File: src/hdl/esc_pkg.sv
package esc_pkg;

    localparam int EPOCH_YEAR_DEF = 1970;

    localparam int SECS_W  = 32;
    localparam int YEAR_W  = 12;
    localparam int MONTH_W = 4;
    localparam int DOM_W   = 5;
    localparam int WDAY_W  = 3;
    localparam int HOUR_W  = 5;
    localparam int MIN_W   = 6;
    localparam int SEC_W   = 6;

    localparam int DAYS_W  = 16;   // whole days fit 16 bits for any 32-bit input
    localparam int TOD_W   = 17;   // seconds of day < 86400
    localparam int PART_W  = 17;   // width of the largest divisor
    localparam int PC_W    = 4;

    // reciprocal multiplier operands
    localparam int MULA_W  = 25;
    localparam int MULB_W  = 26;

    localparam logic [PART_W-1:0] SECS_PER_DAY  = 17'd86400;
    localparam logic [PART_W-1:0] SECS_PER_HOUR = 17'd3600;
    localparam logic [PART_W-1:0] SECS_PER_MIN  = 17'd60;
    localparam logic [PART_W-1:0] DAYS_PER_WEEK = 17'd7;

    // Reciprocals, exact over each operand's range:
    //   (secs >> 7) / 675  : * RECIP_DAY  >> 35
    //   days / 7           : * RECIP_WEEK >> 19
    //   (tod >> 4) / 225   : * RECIP_HOUR >> 21
    //   (rest >> 2) / 15   : * RECIP_MIN  >> 14
    localparam logic [MULB_W-1:0] RECIP_DAY  = 26'd50903317;
    localparam logic [MULB_W-1:0] RECIP_WEEK = 26'd74899;
    localparam logic [MULB_W-1:0] RECIP_HOUR = 26'd9321;
    localparam logic [MULB_W-1:0] RECIP_MIN  = 26'd1093;

    localparam logic [8:0] DAYS_COMMON = 9'd365;
    localparam logic [8:0] DAYS_LEAP   = 9'd366;
    localparam logic [MONTH_W-1:0] LAST_MONTH_IDX = 4'd11;

    typedef enum logic [3:0] {
        OP_IDLE,
        OP_DIV,
        OP_SAVE_DAYS,
        OP_SAVE_WDAY,
        OP_SAVE_HOUR,
        OP_SAVE_MIN,
        OP_YEAR,
        OP_MONTH,
        OP_DONE,
        OP_NOP
    } op_t;

    typedef enum logic [1:0] {
        DSEL_DAY,
        DSEL_WEEK,
        DSEL_HOUR,
        DSEL_MIN
    } dsel_t;

    typedef enum logic [2:0] {
        C_NEXT,
        C_ALWAYS,
        C_TAKEN,
        C_IN_NONE,
        C_OUT_BUSY
    } cond_t;

    typedef struct packed {
        op_t             op;
        dsel_t           dsel;
        cond_t           cond;
        logic [PC_W-1:0] target;
    } ctrl_word_t;

    typedef struct packed {
        logic taken;
        logic in_none;
        logic out_busy;
    } dp_status_t;

    // Program addresses
    localparam logic [PC_W-1:0] PC_IDLE      = 4'd0;
    localparam logic [PC_W-1:0] PC_DIV_DAY   = 4'd1;
    localparam logic [PC_W-1:0] PC_SAVE_DAYS = 4'd2;
    localparam logic [PC_W-1:0] PC_DIV_WEEK  = 4'd3;
    localparam logic [PC_W-1:0] PC_SAVE_WDAY = 4'd4;
    localparam logic [PC_W-1:0] PC_DIV_HOUR  = 4'd5;
    localparam logic [PC_W-1:0] PC_SAVE_HOUR = 4'd6;
    localparam logic [PC_W-1:0] PC_DIV_MIN   = 4'd7;
    localparam logic [PC_W-1:0] PC_SAVE_MIN  = 4'd8;
    localparam logic [PC_W-1:0] PC_YEAR      = 4'd9;
    localparam logic [PC_W-1:0] PC_MONTH     = 4'd10;
    localparam logic [PC_W-1:0] PC_DONE      = 4'd11;
    localparam logic [PC_W-1:0] PC_WRAP      = 4'd12;

    function automatic logic [DOM_W-1:0] month_len(input logic [MONTH_W-1:0] mon,
                                                   input logic leap);
        logic [DOM_W-1:0] len;
        case (mon)
            4'd1:                      len = leap ? 5'd29 : 5'd28;
            4'd3, 4'd5, 4'd8, 4'd10:   len = 5'd30;
            default:                   len = 5'd31;
        endcase
        return len;
    endfunction

endpackage

File: src/hdl/esc_ucode_rom.sv
module esc_ucode_rom (
    input  logic [esc_pkg::PC_W-1:0] pc,
    output esc_pkg::ctrl_word_t      ctrl
);

    always_comb begin
        case (pc)
            esc_pkg::PC_IDLE:      ctrl = '{esc_pkg::OP_IDLE, esc_pkg::DSEL_DAY,
                                            esc_pkg::C_IN_NONE, esc_pkg::PC_IDLE};
            esc_pkg::PC_DIV_DAY:   ctrl = '{esc_pkg::OP_DIV, esc_pkg::DSEL_DAY,
                                            esc_pkg::C_NEXT, esc_pkg::PC_IDLE};
            esc_pkg::PC_SAVE_DAYS: ctrl = '{esc_pkg::OP_SAVE_DAYS, esc_pkg::DSEL_DAY,
                                            esc_pkg::C_NEXT, esc_pkg::PC_IDLE};
            esc_pkg::PC_DIV_WEEK:  ctrl = '{esc_pkg::OP_DIV, esc_pkg::DSEL_WEEK,
                                            esc_pkg::C_NEXT, esc_pkg::PC_IDLE};
            esc_pkg::PC_SAVE_WDAY: ctrl = '{esc_pkg::OP_SAVE_WDAY, esc_pkg::DSEL_WEEK,
                                            esc_pkg::C_NEXT, esc_pkg::PC_IDLE};
            esc_pkg::PC_DIV_HOUR:  ctrl = '{esc_pkg::OP_DIV, esc_pkg::DSEL_HOUR,
                                            esc_pkg::C_NEXT, esc_pkg::PC_IDLE};
            esc_pkg::PC_SAVE_HOUR: ctrl = '{esc_pkg::OP_SAVE_HOUR, esc_pkg::DSEL_HOUR,
                                            esc_pkg::C_NEXT, esc_pkg::PC_IDLE};
            esc_pkg::PC_DIV_MIN:   ctrl = '{esc_pkg::OP_DIV, esc_pkg::DSEL_MIN,
                                            esc_pkg::C_NEXT, esc_pkg::PC_IDLE};
            esc_pkg::PC_SAVE_MIN:  ctrl = '{esc_pkg::OP_SAVE_MIN, esc_pkg::DSEL_MIN,
                                            esc_pkg::C_NEXT, esc_pkg::PC_IDLE};
            esc_pkg::PC_YEAR:      ctrl = '{esc_pkg::OP_YEAR, esc_pkg::DSEL_DAY,
                                            esc_pkg::C_TAKEN, esc_pkg::PC_YEAR};
            esc_pkg::PC_MONTH:     ctrl = '{esc_pkg::OP_MONTH, esc_pkg::DSEL_DAY,
                                            esc_pkg::C_TAKEN, esc_pkg::PC_MONTH};
            esc_pkg::PC_DONE:      ctrl = '{esc_pkg::OP_DONE, esc_pkg::DSEL_DAY,
                                            esc_pkg::C_OUT_BUSY, esc_pkg::PC_DONE};
            esc_pkg::PC_WRAP:      ctrl = '{esc_pkg::OP_NOP, esc_pkg::DSEL_DAY,
                                            esc_pkg::C_ALWAYS, esc_pkg::PC_IDLE};
            default:               ctrl = '{esc_pkg::OP_NOP, esc_pkg::DSEL_DAY,
                                            esc_pkg::C_ALWAYS, esc_pkg::PC_IDLE};
        endcase
    end

endmodule

File: src/hdl/esc_sequencer.sv
module esc_sequencer (
    input  logic                     aclk,
    input  logic                     aresetn,
    input  esc_pkg::ctrl_word_t      ctrl,
    input  esc_pkg::dp_status_t      status,
    output logic [esc_pkg::PC_W-1:0] pc
);

    logic [esc_pkg::PC_W-1:0] pc_reg;
    logic [esc_pkg::PC_W-1:0] pc_next;
    logic                     jump;

    always_comb begin
        case (ctrl.cond)
            esc_pkg::C_NEXT:     jump = 1'b0;
            esc_pkg::C_ALWAYS:   jump = 1'b1;
            esc_pkg::C_TAKEN:    jump = status.taken;
            esc_pkg::C_IN_NONE:  jump = status.in_none;
            esc_pkg::C_OUT_BUSY: jump = status.out_busy;
            default:             jump = 1'b1;
        endcase
        pc_next = jump ? ctrl.target : pc_reg + 1'b1;
    end

    always_ff @(posedge aclk) begin
        if (!aresetn) begin
            pc_reg <= esc_pkg::PC_IDLE;
        end else begin
            pc_reg <= pc_next;
        end
    end

    assign pc = pc_reg;

endmodule

File: src/hdl/esc_datapath.sv
module esc_datapath #(
    parameter int EPOCH_YEAR = esc_pkg::EPOCH_YEAR_DEF
) (
    input  logic                         aclk,
    input  logic                         aresetn,
    input  esc_pkg::ctrl_word_t          ctrl,
    output esc_pkg::dp_status_t          status,
    input  logic                         s_valid,
    output logic                         s_ready,
    input  logic [esc_pkg::SECS_W-1:0]   s_epoch_seconds,
    output logic                         m_valid,
    input  logic                         m_ready,
    output logic [esc_pkg::YEAR_W-1:0]   m_year,
    output logic [esc_pkg::MONTH_W-1:0]  m_month,
    output logic [esc_pkg::DOM_W-1:0]    m_day_of_month,
    output logic [esc_pkg::WDAY_W-1:0]   m_weekday,
    output logic [esc_pkg::HOUR_W-1:0]   m_hour,
    output logic [esc_pkg::MIN_W-1:0]    m_minute,
    output logic [esc_pkg::SEC_W-1:0]    m_second
);

    localparam logic [1:0] M4_INIT   = 2'(EPOCH_YEAR % 4);
    localparam logic [6:0] M100_INIT = 7'(EPOCH_YEAR % 100);
    localparam logic [8:0] M400_INIT = 9'(EPOCH_YEAR % 400);

    // quotient by reciprocal, remainder by multiply and subtract
    logic [esc_pkg::SECS_W-1:0]  dvd_reg, dvd_next;
    logic [esc_pkg::DAYS_W-1:0]  quot_reg, quot_next;
    logic [esc_pkg::MULA_W-1:0]  mul_a;
    logic [esc_pkg::MULB_W-1:0]  mul_b;
    logic [esc_pkg::MULA_W+esc_pkg::MULB_W-1:0] prod;
    logic [esc_pkg::DAYS_W-1:0]  quot;
    logic [esc_pkg::PART_W-1:0]  divisor;
    logic [esc_pkg::SECS_W-1:0]  quot_x_div;
    logic [esc_pkg::SECS_W-1:0]  rem_full;

    // calendar work registers
    logic [esc_pkg::DAYS_W-1:0]  days_reg, days_next;
    logic [esc_pkg::TOD_W-1:0]   tod_reg, tod_next;
    logic [esc_pkg::YEAR_W-1:0]  year_reg, year_next;
    logic [esc_pkg::MONTH_W-1:0] mon_reg, mon_next;
    logic [1:0]                  m4_reg, m4_next;
    logic [6:0]                  m100_reg, m100_next;
    logic [8:0]                  m400_reg, m400_next;
    logic [esc_pkg::WDAY_W-1:0]  wday_reg, wday_next;
    logic [esc_pkg::HOUR_W-1:0]  hour_reg, hour_next;
    logic [esc_pkg::MIN_W-1:0]   min_reg, min_next;
    logic [esc_pkg::SEC_W-1:0]   sec_reg, sec_next;

    logic                        leap;
    logic [8:0]                  ylen;
    logic [esc_pkg::DOM_W-1:0]   mlen;
    logic                        year_ge, month_ge;

    // output register
    logic                         out_valid_reg, out_valid_next;
    logic                         out_busy;
    logic [esc_pkg::YEAR_W-1:0]   o_year_reg, o_year_next;
    logic [esc_pkg::MONTH_W-1:0]  o_month_reg, o_month_next;
    logic [esc_pkg::DOM_W-1:0]    o_dom_reg, o_dom_next;
    logic [esc_pkg::WDAY_W-1:0]   o_wday_reg, o_wday_next;
    logic [esc_pkg::HOUR_W-1:0]   o_hour_reg, o_hour_next;
    logic [esc_pkg::MIN_W-1:0]    o_min_reg, o_min_next;
    logic [esc_pkg::SEC_W-1:0]    o_sec_reg, o_sec_next;

    // low divisor factors of two are dropped before the multiply
    always_comb begin
        case (ctrl.dsel)
            esc_pkg::DSEL_DAY: begin
                divisor = esc_pkg::SECS_PER_DAY;
                mul_a   = dvd_reg[31:7];
                mul_b   = esc_pkg::RECIP_DAY;
            end
            esc_pkg::DSEL_WEEK: begin
                divisor = esc_pkg::DAYS_PER_WEEK;
                mul_a   = {9'd0, dvd_reg[15:0]};
                mul_b   = esc_pkg::RECIP_WEEK;
            end
            esc_pkg::DSEL_HOUR: begin
                divisor = esc_pkg::SECS_PER_HOUR;
                mul_a   = {12'd0, dvd_reg[16:4]};
                mul_b   = esc_pkg::RECIP_HOUR;
            end
            esc_pkg::DSEL_MIN: begin
                divisor = esc_pkg::SECS_PER_MIN;
                mul_a   = {15'd0, dvd_reg[11:2]};
                mul_b   = esc_pkg::RECIP_MIN;
            end
            default: begin
                divisor = esc_pkg::SECS_PER_DAY;
                mul_a   = dvd_reg[31:7];
                mul_b   = esc_pkg::RECIP_DAY;
            end
        endcase
    end

    assign prod = {{esc_pkg::MULB_W{1'b0}}, mul_a} * {{esc_pkg::MULA_W{1'b0}}, mul_b};

    always_comb begin
        case (ctrl.dsel)
            esc_pkg::DSEL_DAY:  quot = prod[50:35];
            esc_pkg::DSEL_WEEK: quot = prod[34:19];
            esc_pkg::DSEL_HOUR: quot = prod[36:21];
            esc_pkg::DSEL_MIN:  quot = prod[29:14];
            default:            quot = prod[50:35];
        endcase
    end

    assign quot_x_div = esc_pkg::SECS_W'(quot_reg) * esc_pkg::SECS_W'(divisor);
    assign rem_full   = dvd_reg - quot_x_div;

    assign leap     = (m400_reg == 9'd0) || ((m100_reg != 7'd0) && (m4_reg == 2'd0));
    assign ylen     = leap ? esc_pkg::DAYS_LEAP : esc_pkg::DAYS_COMMON;
    assign mlen     = esc_pkg::month_len(mon_reg, leap);
    assign year_ge  = days_reg >= esc_pkg::DAYS_W'(ylen);
    assign month_ge = (mon_reg < esc_pkg::LAST_MONTH_IDX) &&
                      (days_reg >= esc_pkg::DAYS_W'(mlen));

    assign out_busy = out_valid_reg && !m_ready;

    always_comb begin
        dvd_next  = dvd_reg;
        quot_next = quot_reg;
        days_next = days_reg;
        tod_next  = tod_reg;
        year_next = year_reg;
        mon_next  = mon_reg;
        m4_next   = m4_reg;
        m100_next = m100_reg;
        m400_next = m400_reg;
        wday_next = wday_reg;
        hour_next = hour_reg;
        min_next  = min_reg;
        sec_next  = sec_reg;

        out_valid_next = out_valid_reg && !m_ready;
        o_year_next    = o_year_reg;
        o_month_next   = o_month_reg;
        o_dom_next     = o_dom_reg;
        o_wday_next    = o_wday_reg;
        o_hour_next    = o_hour_reg;
        o_min_next     = o_min_reg;
        o_sec_next     = o_sec_reg;

        case (ctrl.op)
            esc_pkg::OP_IDLE: begin
                if (s_valid) begin
                    dvd_next = s_epoch_seconds;
                end
            end
            esc_pkg::OP_DIV: begin
                quot_next = quot;
            end
            esc_pkg::OP_SAVE_DAYS: begin
                days_next = quot_reg;
                tod_next  = rem_full[esc_pkg::TOD_W-1:0];
                dvd_next  = esc_pkg::SECS_W'(quot_reg);
            end
            esc_pkg::OP_SAVE_WDAY: begin
                wday_next = rem_full[esc_pkg::WDAY_W-1:0] + 1'b1;
                dvd_next  = esc_pkg::SECS_W'(tod_reg);
            end
            esc_pkg::OP_SAVE_HOUR: begin
                hour_next = quot_reg[esc_pkg::HOUR_W-1:0];
                dvd_next  = rem_full;
            end
            esc_pkg::OP_SAVE_MIN: begin
                min_next  = quot_reg[esc_pkg::MIN_W-1:0];
                sec_next  = rem_full[esc_pkg::SEC_W-1:0];
                year_next = esc_pkg::YEAR_W'(EPOCH_YEAR);
                m4_next   = M4_INIT;
                m100_next = M100_INIT;
                m400_next = M400_INIT;
                mon_next  = '0;
            end
            esc_pkg::OP_YEAR: begin
                if (year_ge) begin
                    days_next = days_reg - esc_pkg::DAYS_W'(ylen);
                    year_next = year_reg + 1'b1;
                    m4_next   = m4_reg + 1'b1;
                    m100_next = (m100_reg == 7'd99)  ? 7'd0 : m100_reg + 1'b1;
                    m400_next = (m400_reg == 9'd399) ? 9'd0 : m400_reg + 1'b1;
                end
            end
            esc_pkg::OP_MONTH: begin
                if (month_ge) begin
                    days_next = days_reg - esc_pkg::DAYS_W'(mlen);
                    mon_next  = mon_reg + 1'b1;
                end
            end
            esc_pkg::OP_DONE: begin
                if (!out_busy) begin
                    out_valid_next = 1'b1;
                    o_year_next    = year_reg;
                    o_month_next   = mon_reg + 1'b1;
                    o_dom_next     = days_reg[esc_pkg::DOM_W-1:0] + 1'b1;
                    o_wday_next    = wday_reg;
                    o_hour_next    = hour_reg;
                    o_min_next     = min_reg;
                    o_sec_next     = sec_reg;
                end
            end
            default: begin
            end
        endcase
    end

    always_ff @(posedge aclk) begin
        if (!aresetn) begin
            out_valid_reg <= 1'b0;
        end else begin
            out_valid_reg <= out_valid_next;
        end
    end

    always_ff @(posedge aclk) begin
        dvd_reg     <= dvd_next;
        quot_reg    <= quot_next;
        days_reg    <= days_next;
        tod_reg     <= tod_next;
        year_reg    <= year_next;
        mon_reg     <= mon_next;
        m4_reg      <= m4_next;
        m100_reg    <= m100_next;
        m400_reg    <= m400_next;
        wday_reg    <= wday_next;
        hour_reg    <= hour_next;
        min_reg     <= min_next;
        sec_reg     <= sec_next;
        o_year_reg  <= o_year_next;
        o_month_reg <= o_month_next;
        o_dom_reg   <= o_dom_next;
        o_wday_reg  <= o_wday_next;
        o_hour_reg  <= o_hour_next;
        o_min_reg   <= o_min_next;
        o_sec_reg   <= o_sec_next;
    end

    always_comb begin
        status.taken    = (ctrl.op == esc_pkg::OP_YEAR)  ? year_ge  :
                          (ctrl.op == esc_pkg::OP_MONTH) ? month_ge : 1'b0;
        status.in_none  = !s_valid;
        status.out_busy = out_busy;
    end

    assign s_ready        = ctrl.op == esc_pkg::OP_IDLE;
    assign m_valid        = out_valid_reg;
    assign m_year         = o_year_reg;
    assign m_month        = o_month_reg;
    assign m_day_of_month = o_dom_reg;
    assign m_weekday      = o_wday_reg;
    assign m_hour         = o_hour_reg;
    assign m_minute       = o_min_reg;
    assign m_second       = o_sec_reg;

    // reciprocal quotient is exact: remainder lands below the divisor
    a_rem_bound: assert property (@(posedge aclk) disable iff (!aresetn)
        (ctrl.op == esc_pkg::OP_SAVE_DAYS || ctrl.op == esc_pkg::OP_SAVE_WDAY ||
         ctrl.op == esc_pkg::OP_SAVE_HOUR || ctrl.op == esc_pkg::OP_SAVE_MIN)
        |-> (rem_full < esc_pkg::SECS_W'(divisor)))
        else $error("remainder out of range");

    // year stepping leaves less than one year of days
    a_days_bound: assert property (@(posedge aclk) disable iff (!aresetn)
        (ctrl.op == esc_pkg::OP_MONTH) |-> (days_reg < esc_pkg::DAYS_W'(ylen)))
        else $error("day remainder exceeds year length");

    // month index never walks past December and the day stays below 31
    a_month_bound: assert property (@(posedge aclk) disable iff (!aresetn)
        (ctrl.op == esc_pkg::OP_DONE) |-> (mon_reg <= esc_pkg::LAST_MONTH_IDX &&
                                           days_reg < 16'd31))
        else $error("month or day out of range at completion");

    // a finished result is never loaded over one still waiting
    a_no_overwrite: assert property (@(posedge aclk) disable iff (!aresetn)
        (ctrl.op == esc_pkg::OP_DONE && out_busy) |=> out_valid_reg)
        else $error("pending result lost");

endmodule

File: src/hdl/epoch_seconds_to_calendar_top.sv
// Channel  | Direction | Handshake         | Payload
// ---------+-----------+-------------------+------------------------------------------------
// s_       | in        | s_valid / s_ready | s_epoch_seconds[31:0]
// m_       | out       | m_valid / m_ready | m_year, m_month, m_day_of_month, m_weekday,
//          |           |                   | m_hour, m_minute, m_second
//
// One item at a time. From its transfer until s_ready is high again, an item
// passes the division steps, the year loop over Y whole years, the month loop
// over M (0..11) months, Y + M being at most 146, and the final load step,
// which waits while the output register is full. The year loop dominates.
// Reset (aresetn low, synchronous) returns the sequencer to its idle step and
// empties the output register. A result waits in the output register while the
// next item is already being converted; only the final load step stalls on m_ready.
module epoch_seconds_to_calendar_top #(
    parameter int EPOCH_YEAR = esc_pkg::EPOCH_YEAR_DEF
) (
    input  logic                         aclk,
    input  logic                         aresetn,
    input  logic                         s_valid,
    output logic                         s_ready,
    input  logic [esc_pkg::SECS_W-1:0]   s_epoch_seconds,
    output logic                         m_valid,
    input  logic                         m_ready,
    output logic [esc_pkg::YEAR_W-1:0]   m_year,
    output logic [esc_pkg::MONTH_W-1:0]  m_month,
    output logic [esc_pkg::DOM_W-1:0]    m_day_of_month,
    output logic [esc_pkg::WDAY_W-1:0]   m_weekday,
    output logic [esc_pkg::HOUR_W-1:0]   m_hour,
    output logic [esc_pkg::MIN_W-1:0]    m_minute,
    output logic [esc_pkg::SEC_W-1:0]    m_second
);

    // Program, one control word per step:
    //   idle/transfer -> secs/86400 -> days/7 -> tod/3600 -> rest/60
    //   -> year stepping -> month stepping -> result load -> return to idle.
    // Each division is two steps: a quotient from one shared 25x26 reciprocal
    // multiply, then the remainder by a small multiply and subtract.
    logic [esc_pkg::PC_W-1:0] pc;
    esc_pkg::ctrl_word_t      ctrl;
    esc_pkg::dp_status_t      status;

    esc_ucode_rom u_rom (
        .pc   (pc),
        .ctrl (ctrl)
    );

    // step counter; conditional jumps on step taken,
    // input absent and output busy
    esc_sequencer u_seq (
        .aclk    (aclk),
        .aresetn (aresetn),
        .ctrl    (ctrl),
        .status  (status),
        .pc      (pc)
    );

    // shared divider, year/month stepping and the output register
    esc_datapath #(
        .EPOCH_YEAR (EPOCH_YEAR)
    ) u_dp (
        .aclk            (aclk),
        .aresetn         (aresetn),
        .ctrl            (ctrl),
        .status          (status),
        .s_valid         (s_valid),
        .s_ready         (s_ready),
        .s_epoch_seconds (s_epoch_seconds),
        .m_valid         (m_valid),
        .m_ready         (m_ready),
        .m_year          (m_year),
        .m_month         (m_month),
        .m_day_of_month  (m_day_of_month),
        .m_weekday       (m_weekday),
        .m_hour          (m_hour),
        .m_minute        (m_minute),
        .m_second        (m_second)
    );

endmodule

File: config.mk
export PLATFORM = sky130hd
export DESIGN_NAME = epoch_seconds_to_calendar_top
export DESIGN_NICKNAME = d
export VERILOG_FILES = /design/src/hdl/esc_pkg.sv /design/src/hdl/esc_ucode_rom.sv /design/src/hdl/esc_sequencer.sv /design/src/hdl/esc_datapath.sv /design/src/hdl/epoch_seconds_to_calendar_top.sv
export SDC_FILE = /design/constraint.sdc
export NUM_CORES = 2
export LEC_CHECK = 0
export ABC_AREA = 1
export BUFFER_PORTS_ARGS = -buffer_cell sky130_fd_sc_hd__buf_2
export CORE_MARGIN = 3
export CORE_UTILIZATION = 60
export DETAILED_ROUTE_END_ITERATION = 16
export MAX_ROUTING_LAYER = met4
export PLACE_DENSITY_LB_ADDON = 0.15
export SLEW_MARGIN = 40
export SYNTH_ARGS = -nofsm -noshare
export SYNTH_HDL_FRONTEND = slang
export SYNTH_SLANG_ARGS = --single-unit
File: constraint.sdc
create_clock -name aclk -period 13 [get_ports aclk]
set_input_delay 0.65 -clock aclk [delete_from_list [all_inputs] [get_ports aclk]]
set_output_delay 0.65 -clock aclk [all_outputs]
set_load 0.05 [all_outputs]
==> metrics <==
status=complete, no violations; fin. max-slew vios=0; largest net degree at the start of global routing=59; CP Capture Type=flop; critical path's slowest cell=buf_4; # DRC=0; ant diodes=0; simple-gate share of the synthesized area=0.146; EDFF count, synth=176; Synth Flop Type=edfxtp_1; Avg WL per Cell=18.8 um; register area=5630 sq um; Die X=244 um; drt pass-1 iters=6; Final #Nets=5112; placeable core region=55600 sq um; Filler cells=4771; layout cells sized above 1=0.0437; Port Buffers=78; HP Class=flop to flop; post-synth cell types=56; clk slew on worst S/H paths=0.10 ns; CTS resizes=0; asr flop ratio synth=0; routed vias=26400; Synth Area in Compound Gates=0.0635; # H-tree levels=4; CTS tree=yes; overall routing resource usage=0.328; clock latency at the later pin of the worst-skew pair=0.51 ns; cell count after synthesis=4025; xor and xnor area share after synthesis=0.0131; io pins=79; Arr. time, crit path=9.59 ns; slowest stage delay, CP=0.66 ns; # setup viols final=0; Worst setup startpoint=u_rom.ctrl[8]; most frequent cells in the layout=inv_1 (1175), nand2_1 (671), fa_1 (533), ha_1 (438), nor2_1 (304); Syn-to-layout area delta=5.97%; Hold Slack=0.414 ns; post-route ant nets=0; row count=86; initial antenna violation count=0; clock sink count=193; fin crit period=9.24 ns; hold path start=u_dp.wday_reg[0]; starting density of the core=0.612; period utilization=0.711; total CTS buffers=17; slew margin rel.=0.420; vias in the first global route=26500; CP Launch Type=flop; crit path kind=flop to flop; share of the yosys chip area belonging to registers=0.165; height of the chip=244 um; First DRT Iteration DRCs=2553; mux share of post-synthesis cell area=0; clk_skew=0.0343 ns; largest family of logic cells by synthesized area=adder cells; Max Cap Viol=0; setup ws final=3.76 ns; postcts setup bufs=0; yosys warns=0; CP required=13.35 ns; Die Area=59700 sq um; clock root buffer=clkbuf_16; endpoints failing hold=0; r2r startpoint=u_rom.ctrl[8]; Largest register FFs=32; RSZ-0062 raised after global routing=no; area of the multi-input gates=23900 sq um; Syn Std Cell Area=34100 sq um; worst slew pin tran=0.870 ns; first-pass GRT wire length=146000 um; clk buf depth=2; synthesis-stage register bit count=193; gpl congestion=1.04; Worst Path Max Fanout=58; Place WS=3.96 ns; Max Clock Freq=108 MHz; setup TNS=0 ns; Layout Utilization=0.649; Hold-fix buffers, CTS=0; Detailed Route WL=91400 um; Avg Cell Area, Syn=8.46 sq um; Post-DP HPWL=78800 um; grt ovf=0; Post-Synth Adder-Cell Area=0.475; vias per cell=5.43; Worst path most repeated cell=inv_1; commonest non-fill, non-tap cell in the layout=inv_1
[final timing paths]
check	slack (ns)	end	depth (start not counted)
min reg2reg	0.41	u_dp.m_weekday[0]	0
min	0.41	u_dp.m_weekday[0]	0
max	3.76	u_dp.quot_reg[9]	35
max reg2reg	3.76	u_dp.quot_reg[9]	35
[layer usage]
layer | track usage | wire [um]
met2 | 0.507 | 42000
met3 | 0.0542 | 7400
met4 | 0.123 | 3880
met5 | - | 0
met1 | 0.438 | 38100
[kinds of logic after synthesis]
family	after synthesis
fa+ha+maj	973
simple gates	1194
buf+inv	1244
flops	193
other cells	2
xor+xnor	51
compound gates	368
[worst max-delay path: cells and delay by family, from the launching register on]
family / cells / cell delay [ns]
simple gates: 14 / 2.17
flops: 1 / 0.54
buf+inv: 10 / 1.86
xor+xnor: 1 / 0.36
fa+ha+maj: 9 / 4.05
compound gates: 1 / 0.10
[cell usage after synthesis, types with 5 or more instances]
| cell | count | area (sq um) |
|---|---|---|
| inv_2 | 5 | 18.8 |
| o221ai_1 | 16 | 140 |
| dfxtp_1 | 17 | 340 |
| xor2_1 | 36 | 315 |
| nand3_1 | 104 | 521 |
| a21o_1 | 16 | 120 |
| nand2_1 | 671 | 2520 |
| o2111ai_1 | 13 | 114 |
| nand4_1 | 20 | 125 |
| nor2_1 | 311 | 1170 |
| a21oi_1 | 124 | 621 |
| nand3b_1 | 17 | 128 |
| buf_1 | 10 | 37.5 |
| clkbuf_1 | 44 | 165 |
| ha_1 | 440 | 5510 |
| o211ai_1 | 13 | 97.6 |
| edfxtp_1 | 176 | 5290 |
| o21bai_1 | 9 | 67.6 |
| fa_1 | 533 | 10700 |
| a31oi_1 | 27 | 169 |
| o21ai_1 | 6 | 30.0 |
| xnor2_1 | 15 | 131 |
| o21a_1 | 11 | 82.6 |
| nor3_1 | 26 | 130 |
| inv_1 | 1175 | 4410 |
| nor4_1 | 8 | 50.1 |
| or2_2 | 11 | 68.8 |
| o21ai_0 | 116 | 581 |
[metrics by stage]
stage               area [sq um]  std cells
floorplan                  34100       4046
global placement           35400       4832
detailed placement         35400       4832
CTS                        36100       4864
global route               36100       4864
finish                     36100       4864
[final cells by class]
| cell class | instances | area share |
|---|---|---|
| Clock inverter | 15 | 0.00669 |
| Clock buffer | 17 | 0.0118 |
| Multi-Input combinational cell | 2609 | 0.662 |
| Tap cell | 748 | 0.0259 |
| Sequential cell | 193 | 0.156 |
| Timing Repair Buffer | 98 | 0.0150 |
| Inverter | 1184 | 0.123 |
Power is left out: the tool's default activity adds up to more than one toggle a clock period on the data nets, which glitch-free logic cannot reach.
